==> src/rtl/tsm_pkg.sv <==
// Shared types, codes and helper functions of the typed stack machine.
// No dependencies.
package tsm_pkg;

	localparam int STACK_DEPTH = 64;
	localparam int IDX_W       = $clog2(STACK_DEPTH);
	localparam int SP_W        = IDX_W + 1;
	localparam int DEPTH_OUT_W = 7;

	localparam logic [5:0] OP_HALT  = 6'd0;
	localparam logic [5:0] OP_NOOP  = 6'd1;
	localparam logic [5:0] OP_PUSH  = 6'd2;
	localparam logic [5:0] OP_POP   = 6'd3;
	localparam logic [5:0] OP_DUP   = 6'd4;
	localparam logic [5:0] OP_SWAP  = 6'd5;
	localparam logic [5:0] OP_ADD   = 6'd6;
	localparam logic [5:0] OP_SUB   = 6'd7;
	localparam logic [5:0] OP_MUL   = 6'd8;
	localparam logic [5:0] OP_DIV   = 6'd9;
	localparam logic [5:0] OP_MOD   = 6'd10;
	localparam logic [5:0] OP_LOAD  = 6'd11;
	localparam logic [5:0] OP_STORE = 6'd12;
	localparam logic [5:0] OP_BR    = 6'd13;
	localparam logic [5:0] OP_BRF   = 6'd14;
	localparam logic [5:0] OP_BRT   = 6'd15;
	localparam logic [5:0] OP_BEQ   = 6'd16;
	localparam logic [5:0] OP_BGE   = 6'd17;
	localparam logic [5:0] OP_BLE   = 6'd18;
	localparam logic [5:0] OP_BLT   = 6'd19;
	localparam logic [5:0] OP_BNE   = 6'd20;
	localparam logic [5:0] OP_AND   = 6'd21;
	localparam logic [5:0] OP_OR    = 6'd22;
	localparam logic [5:0] OP_XOR   = 6'd23;
	localparam logic [5:0] OP_SHL   = 6'd24;
	localparam logic [5:0] OP_SHR   = 6'd25;
	localparam logic [5:0] OP_NOT   = 6'd26;
	localparam logic [5:0] OP_LAND  = 6'd27;
	localparam logic [5:0] OP_LOR   = 6'd28;
	localparam logic [5:0] OP_NEG   = 6'd29;
	localparam logic [5:0] OP_CONV  = 6'd30;
	localparam logic [5:0] OP_EQ    = 6'd31;
	localparam logic [5:0] OP_GE    = 6'd32;
	localparam logic [5:0] OP_GT    = 6'd33;
	localparam logic [5:0] OP_LE    = 6'd34;
	localparam logic [5:0] OP_LT    = 6'd35;
	localparam logic [5:0] OP_NE    = 6'd36;

	localparam logic [3:0] TY_VOID = 4'd0;
	localparam logic [3:0] TY_I32  = 4'd3;
	localparam logic [3:0] TY_MAX  = 4'd8;

	localparam logic [2:0] ERR_OK       = 3'd0;
	localparam logic [2:0] ERR_MISMATCH = 3'd1;
	localparam logic [2:0] ERR_BADTYPE  = 3'd2;
	localparam logic [2:0] ERR_DIVZERO  = 3'd3;
	localparam logic [2:0] ERR_UNDER    = 3'd4;
	localparam logic [2:0] ERR_OVER     = 3'd5;
	localparam logic [2:0] ERR_BADOP    = 3'd6;

	localparam logic [1:0] REG_PLEN = 2'd0;

	typedef enum logic [2:0] {
		REL_EQ = 3'd0,
		REL_GE = 3'd1,
		REL_GT = 3'd2,
		REL_LE = 3'd3,
		REL_LT = 3'd4,
		REL_NE = 3'd5
	} rel_t;

	typedef enum logic [3:0] {
		CL_HALT,
		CL_NOP,
		CL_PUSH,
		CL_POP,
		CL_DUP,
		CL_SWAP,
		CL_BR,
		CL_BRZ,
		CL_UNARY,
		CL_CONV,
		CL_BIN,
		CL_BCMP,
		CL_BAD
	} cls_t;

	typedef struct packed {
		cls_t        cls;
		logic [5:0]  op;
		logic [3:0]  vt;
		logic [63:0] arg;
		logic [31:0] tgt;
		rel_t        rel;
	} dec_t;

	typedef struct packed {
		logic        mul;
		logic        rem;
		logic        sgn;
		logic [63:0] a;
		logic [63:0] b;
	} md_req_t;

	typedef enum logic [2:0] {
		BK_IDLE,
		BK_EXEC,
		BK_WAIT,
		BK_SWAP,
		BK_SETTLE,
		BK_OUT
	} bk_state_t;

	function automatic logic type_signed(input logic [3:0] t);
		return (t >= 4'd1) && (t <= 4'd4);
	endfunction

	function automatic logic [5:0] shift_mask(input logic [3:0] t);
		logic [5:0] m;
		unique case (t)
			4'd1, 4'd5: m = 6'd7;
			4'd2, 4'd6: m = 6'd15;
			4'd3, 4'd7: m = 6'd31;
			default:    m = 6'd63;
		endcase
		return m;
	endfunction

	function automatic logic [63:0] canon(input logic [3:0] t, input logic [63:0] v);
		logic [63:0] r;
		unique case (t)
			4'd1:    r = {{56{v[7]}}, v[7:0]};
			4'd2:    r = {{48{v[15]}}, v[15:0]};
			4'd3:    r = {{32{v[31]}}, v[31:0]};
			4'd5:    r = {56'b0, v[7:0]};
			4'd6:    r = {48'b0, v[15:0]};
			4'd7:    r = {32'b0, v[31:0]};
			4'd4, 4'd8: r = v;
			default: r = 64'b0;
		endcase
		return r;
	endfunction

	function automatic logic is_less(input logic sgn, input logic [63:0] a,
			input logic [63:0] b);
		return sgn ? ($signed(a) < $signed(b)) : (a < b);
	endfunction

	function automatic logic relation(input rel_t rel, input logic sgn,
			input logic [63:0] a, input logic [63:0] b);
		logic r;
		unique case (rel)
			REL_EQ:  r = (a == b);
			REL_GE:  r = !is_less(sgn, a, b);
			REL_GT:  r = is_less(sgn, b, a);
			REL_LE:  r = !is_less(sgn, b, a);
			REL_LT:  r = is_less(sgn, a, b);
			default: r = (a != b);
		endcase
		return r;
	endfunction

endpackage

==> src/rtl/tsm_front.sv <==
// Front end: accepts instruction requests, classifies them and queues them.
// Depends on tsm_pkg.
module tsm_front (
	input  logic             clk,
	input  logic             arst_n,
	input  logic             valid,
	output logic             ready,
	input  logic [5:0]       opcode,
	input  logic [3:0]       value_type,
	input  logic [63:0]      argument,
	output logic             q_valid,
	output tsm_pkg::dec_t    q_data,
	input  logic             q_pop
);

	tsm_pkg::dec_t fifo_q [2];
	logic          wp_q, rp_q;
	logic [1:0]    cnt_q;
	tsm_pkg::dec_t dec;
	logic          push;

	always_comb begin
		dec.op  = opcode;
		dec.vt  = value_type;
		dec.arg = argument;
		dec.tgt = argument[31:0] + 32'd1;
		dec.rel = tsm_pkg::REL_EQ;
		priority if (opcode == tsm_pkg::OP_HALT) begin
			dec.cls = tsm_pkg::CL_HALT;
		end else if (opcode == tsm_pkg::OP_PUSH) begin
			dec.cls = tsm_pkg::CL_PUSH;
		end else if (opcode == tsm_pkg::OP_POP) begin
			dec.cls = tsm_pkg::CL_POP;
		end else if (opcode == tsm_pkg::OP_DUP) begin
			dec.cls = tsm_pkg::CL_DUP;
		end else if (opcode == tsm_pkg::OP_SWAP) begin
			dec.cls = tsm_pkg::CL_SWAP;
		end else if (opcode == tsm_pkg::OP_BR) begin
			dec.cls = tsm_pkg::CL_BR;
		end else if (opcode == tsm_pkg::OP_BRF || opcode == tsm_pkg::OP_BRT) begin
			dec.cls = tsm_pkg::CL_BRZ;
		end else if (opcode == tsm_pkg::OP_NOT || opcode == tsm_pkg::OP_NEG) begin
			dec.cls = tsm_pkg::CL_UNARY;
		end else if (opcode == tsm_pkg::OP_CONV) begin
			dec.cls = tsm_pkg::CL_CONV;
		end else if (opcode >= tsm_pkg::OP_BEQ && opcode <= tsm_pkg::OP_BNE) begin
			dec.cls = tsm_pkg::CL_BCMP;
			unique case (opcode)
				tsm_pkg::OP_BEQ: dec.rel = tsm_pkg::REL_EQ;
				tsm_pkg::OP_BGE: dec.rel = tsm_pkg::REL_GE;
				tsm_pkg::OP_BLE: dec.rel = tsm_pkg::REL_LE;
				tsm_pkg::OP_BLT: dec.rel = tsm_pkg::REL_LT;
				default:         dec.rel = tsm_pkg::REL_NE;
			endcase
		end else if (opcode >= tsm_pkg::OP_EQ && opcode <= tsm_pkg::OP_NE) begin
			dec.cls = tsm_pkg::CL_BIN;
			dec.rel = tsm_pkg::rel_t'(3'(opcode - tsm_pkg::OP_EQ));
		end else if ((opcode >= tsm_pkg::OP_ADD && opcode <= tsm_pkg::OP_MOD) ||
				(opcode >= tsm_pkg::OP_AND && opcode <= tsm_pkg::OP_SHR) ||
				opcode == tsm_pkg::OP_LAND || opcode == tsm_pkg::OP_LOR) begin
			dec.cls = tsm_pkg::CL_BIN;
		end else if (opcode > tsm_pkg::OP_NE) begin
			dec.cls = tsm_pkg::CL_BAD;
		end else begin
			dec.cls = tsm_pkg::CL_NOP;
		end
	end

	assign ready   = (cnt_q != 2'd2);
	assign push    = valid && ready;
	assign q_valid = (cnt_q != 2'd0);
	assign q_data  = fifo_q[rp_q];

	always_ff @(posedge clk) begin
		if (push) begin
			fifo_q[wp_q] <= dec;
		end
	end

	always_ff @(posedge clk or negedge arst_n) begin
		if (!arst_n) begin
			wp_q  <= 1'b0;
			rp_q  <= 1'b0;
			cnt_q <= 2'd0;
		end else begin
			if (push) begin
				wp_q <= ~wp_q;
			end
			if (q_pop) begin
				rp_q <= ~rp_q;
			end
			cnt_q <= cnt_q + 2'(push) - 2'(q_pop);
		end
	end

endmodule

==> config.mk <==
export PLATFORM = sky130hd
export DESIGN_NAME = tsm_front
export DESIGN_NICKNAME = d
export VERILOG_FILES = /design/src/rtl/tsm_pkg.sv /design/src/rtl/tsm_front.sv
export SDC_FILE = /design/constraint.sdc
export NUM_CORES = 1
export LEC_CHECK = 0
export BUFFER_PORTS_ARGS = -buffer_cell sky130_fd_sc_hd__buf_2
export CORE_MARGIN = 2
export CORE_UTILIZATION = 60
export CTS_BUF_LIST = sky130_fd_sc_hd__clkbuf_8
export CTS_CLUSTER_DIAMETER = 200
export DETAILED_ROUTE_END_ITERATION = 12
export PLACE_DENSITY = 0.86
export SYNTH_ARGS = -nofsm -noshare
export SYNTH_HDL_FRONTEND = slang
export SYNTH_SLANG_ARGS = --single-unit
==> constraint.sdc <==
create_clock -name clk -period 15.5 [get_ports clk]
set_input_delay 1.55 -clock clk [delete_from_list [all_inputs] [get_ports clk]]
set_output_delay 1.55 -clock clk [all_outputs]
set_load 0.005 [all_outputs]
Yosys cells after proc, flatten, opt, wreduce, memory -nomap -nowiden
Memory sizes are Yosys's and may differ from the RTL's.
Cells that the tools add are included.
- bitwise operators: 2
- muxes and demuxes: 27
- add/subtract/negate cells: 4
- equal/unequal tests: 17
- reductions and logical operators: 12
- order comparisons: 9
- operators with widths (cell ; count):
    equality test 6 x 5 -> 1 bit, second input constant ; 9
    two-way mux 4 bit ; 13
    two-way mux 3 bit ; 11
    adder 32 x 1 -> 32 bit, second input constant ; 1
    equality test 6 x 4 -> 1 bit, second input constant ; 3
    greater-or-equal comparator 6 x 5 -> 1 bit, second input constant ; 3
    equality test 6 x 2 -> 1 bit, second input constant ; 2
    equality test 6 x 3 -> 1 bit, second input constant ; 2
    less-or-equal comparator 6 x 5 -> 1 bit, second input constant ; 2
    case mux 3 bit (4 select lines) ; 1
    greater-or-equal comparator 6 x 3 -> 1 bit, second input constant ; 1
    greater-than comparator 6 bit, second input constant ; 1
    less-or-equal comparator 6 x 4 -> 1 bit, second input constant ; 1
    less-or-equal comparator 6 bit, second input constant ; 1
    logical NOT 6 bit ; 1
    logical AND 1 bit ; 5
    logical OR 1 bit ; 5
    subtractor 3 bit, second input constant ; 1
    adder 2 x 1 -> 2 bit ; 1
    two-way mux 1 bit ; 2
    inequality test 2 bit, second input constant ; 1
    inverter 1 bit ; 2
    nonzero test 2 bit ; 1
    subtractor 2 x 1 -> 2 bit ; 1
- logic and storage cells: 75
- output and inout bits: 115
- flip-flop bits (word level): 4
- input port bits: 78
- memory bits (writable): 226
- memories kept: 1
- memory list (memory ; words ; width ; read ports ; clocked after memory_dff ; wr ports ; line ; text):
    fifo_q ; 2 ; 113 ; 1 ; 0 ; 1 ; tsm_front.sv:16 ; tsm_pkg::dec_t fifo_q [2];

Logic depth before layout (Yosys ltp)
- depth after elaboration: 17
- mapped depth: 8
- depth with buffers taken out: 7

Least setup slack after synthesis
Ideal clock, no wire load.
- path type: input to register
- from: input valid
- to: memory fifo_q[0][0] in the netlist's numbering, enable pin
- path buffers: 0
- slack: 8.571 ns
- arrival: 6.343 ns
- cell stages on the path: 2
- cells stage by stage: nand2_1 -> nor2_1
- cells in the longest elaborated chain, start to end: 3
- ends and longest elaborated chain (element ; line ; text):
    from (decl) ; tsm_front.sv:6 ; input logic valid,
    logical AND 1 bit ; tsm_front.sv:70 ; assign push = valid && ready;
    two-way mux 1 bit ; tsm_front.sv:75 ; if (push) begin
    two-way mux 1 bit (not written as such) ; tsm_front.sv:76 ; fifo_q[wp_q] <= dec;
    to (decl) ; tsm_front.sv:16 ;
Every way passes these cells.

==> results.yml <==
floorplan:
  die_x_um: 129.6
  fp.dieH_um: 129.6
  boundaryPins: 193
  dieArea_um2: 16800
  coreArea_um2: 15310
  initial_core_util_pct: 61.81
  row_count: 45
synthesis:
  synth_cells: 540
  yosys.area_share.simple_pct: 5.697
  synth_fa_ha_area_share_pct: 1.058
  async_flop_share_pct: 1.739
  synthMuxAreaShare_pct: 13.55
  synth_common_cells: "edfxtp_1 (226), mux2_2 (113), xnor2_1 (25)"
  syn_avg_cell_area_um2: 17.53
  ys_seq_area_share_pct: 72.76
  ys_warn_count: 0
  yosys.area_share.xor_xnor_pct: 3.239
  syn_area_um2: 9465
  yosysTopAreaCell: "edfxtp_1"
  synth.area.top_cells: "edfxtp_1 (72%), mux2_2 (13%), xnor2_1 (2.3%)"
  synth_top_family_by_area: "multiplexers"
  synth_nets: 626
  ys_ff_latch: 230
  synth_compound_area_share_pct: 2.221
  synth_edf_count: 226
  synth_most_common_cell: "edfxtp_1"
  yosysUniqueCellTypes: 50
  post-synth-top-area-fraction_pct: 71.70
  synth_flop_cell: "edfxtp_1"
setup_path:
  crit_type: "flop to primary output"
  cp.buffers_inverters: 2
  timing.reg2reg.setup_slack_ns: 12.95
  crit_path_cell_trace: "buf_4 > mux2_2 > buf_2"
  cp-start-kind: "flop"
  max_stage_delay_ns: 0.89
  reg2regPathDepth: 5
  rr_startpoint: "cnt_q[1]"
  cp.required_ns: 13.95
  cp.arrival_ns: 2.76
  endpoint_kind: "primary output"
  path_max_fanout: 59
  r2r-end: "fifo_q[0][60]"
  cpLargestDelayFamily: "flip-flops"
  cp_slowest_cell: "dfrtp_4"
placed_design:
  dpl.hpwl_mm: 11.80
  portBuffers: 192
  place_congestion: 0.8995
  pre_cts_ws_ns: 11.69
sta:
  fmax_mhz: 232.2
  slew_violations: 0
  fin_crit_ns: 4.307
  max-slew-margin-rel_pct: 48.51
  worst_pin_slew_ns: 0.7723
  fin_hold_ws_ns: 0.5093
  rsz0062_at_grt: "false"
  finalCritPeriodShare_pct: 27.79
  fin_skew_ns: 0.01857
  hold_violations: 0
  fin_setup_tns_ns: 0
  setup_ws_ns: 11.19
  setup_viol: 0
status:
  status: "finished, final reports clean"
cts:
  root_buffer: "clkbuf_8"
  cts_max_level: 2
  ctsLongestPathBuffers: 3
  tritoncts: "built"
  cts_buffers: 37
  ctsResizeCount: 0
  cts.sinks: 230
  clk_latency_ns: 0.50
  path_clk_slew_ns: 0.06
  hold_buffers: 0
  post_cts.repair.setup_buffers: 0
cells_and_area:
  n_antenna_cell: 0
  utilization_pct: 73.95
  nFillCells: 973
  drive_gt1_share_pct: 47.69
  area.growth.synth_to_final_pct: 19.66
  final_nets: 839
run:
  drv_cap: 0
global_route:
  antenna_found_initial: 0
  grt_overflow_total: 0
  grt_max_degree: 60
  grt_use_total_pct: 20.76
  grt_pass1_vias: 5404
  grt_pass1_wl_mm: 26.92
drt:
  dr_total_vias: 5415
  drt_first_iter_violations: 400
  ant_nets: 0
  drt-pass1-iter-count: 4
  viasPerCell: 5.464
  routedWlPerCell_um: 17.97
  totalWireLength_mm: 17.81
  drc_errors: 0
pwr:
  leakage_nw: 4.260
  irDropWorstVdd_mv: 0.1121
  p_per_area_nw_per_um2: 166.8
worst_hold_path:
  hp-class: "flop to flop"
  min_to: "cnt_q[1]"
  hold_start: "cnt_q[1]"
  min_path_cells: 1
layout make-up:
| type | count | area, um2 | area share [%] |
|---|---|---|---|
| Sequential cell | 230 | 6890 | 60.84 |
| Multi-Input combinational cell | 278 | 2451 | 21.64 |
| Timing Repair Buffer | 196 | 991.0 | 8.749 |
| Clock buffer | 41 | 564.3 | 4.982 |
| Tap cell | 211 | 264.0 | 2.331 |
| Clock inverter | 25 | 127.6 | 1.127 |
| Inverter | 10 | 37.54 | 0.3314 |
worst max path at each step:
stage | start | endpoint | slack, ns | cells past startpoint
global placement | rp_q | q_data[33] | 11.72 | 3
detailed placement | rp_q | q_data[33] | 11.69 | 3
global route | rp_q | q_data[25] | 11.05 | 3
CTS | rp_q | q_data[33] | 11.13 | 3
finish | rp_q | q_data[54] | 11.19 | 3
floorplan | valid | fifo_q[0][0] | 8.57 | 2
worst reg2reg max path, delay by kind of cell, from the launching register on:
kind / cells / cell delay, ns
buffers and inverters: 2 / 1.36
DFF: 1 / 0.40
and+or+nand+nor: 3 / 0.38
layout by cell type, fill, tap and decap left out, types with 3 or more instances in the layout:
master and count:
xor2_1 10, nand3_1 11, inv_1 23, clkinv_2 3, nor2_1 10, buf_2 192
and3_1 6, nand4_1 4, edfxtp_1 226, clkinv_1 7, dfrtp_1 3, o21ai_0 12
buf_4 4, xnor2_1 25, mux2_2 113, and2_1 4, nor3_1 7, ha_1 8
nor2b_1 5, clkbuf_8 41, a21oi_1 4, nand2b_1 5, nand2_1 19
power by group:
group | switching, mW | leakage (nW) | internal (mW)
Sequential | 0.0608 | 2.15 | 0.854
Clock | 0.216 | 0.401 | 0.259
Combinational | 0.247 | 1.71 | 0.253
routing by layer:
layer / vias up / global-route usage, % / share of wire, %
li1: 2512 / - / -
met1: 2662 / 26.62 / 41
met2: 205 / 34.59 / 50
met3: 36 / 5.244 / 6.9
met4: 0 / 7.780 / 2.3
met5: - / 0 / 0
logic make-up after synthesis:
group / after synthesis
adder cells (fa/ha/maj): 8
flip-flops: 230
XOR/XNOR: 35
AO/OA/AOI/OAI: 31
multiplexers: 114
AND/OR/NAND/NOR: 90
buffers and inverters: 32
stage by stage:
step | total power, mW | area (um2) | std cells
after floorplan | 1.228 | 9465 | 540
after global placement | 1.412 | 10630 | 925
after detailed placement | 1.432 | 10630 | 925
after CTS | 1.911 | 11330 | 991
after global routing | 1.986 | 11330 | 991
final | 1.889 | 11330 | 991
registers in the layout, indices dropped and copies added (netlist names):
signal  flops
cnt_q       2
fifo_q    226
rp_q        1
wp_q        1
Note: power is estimated with default switching activity, not from simulation.
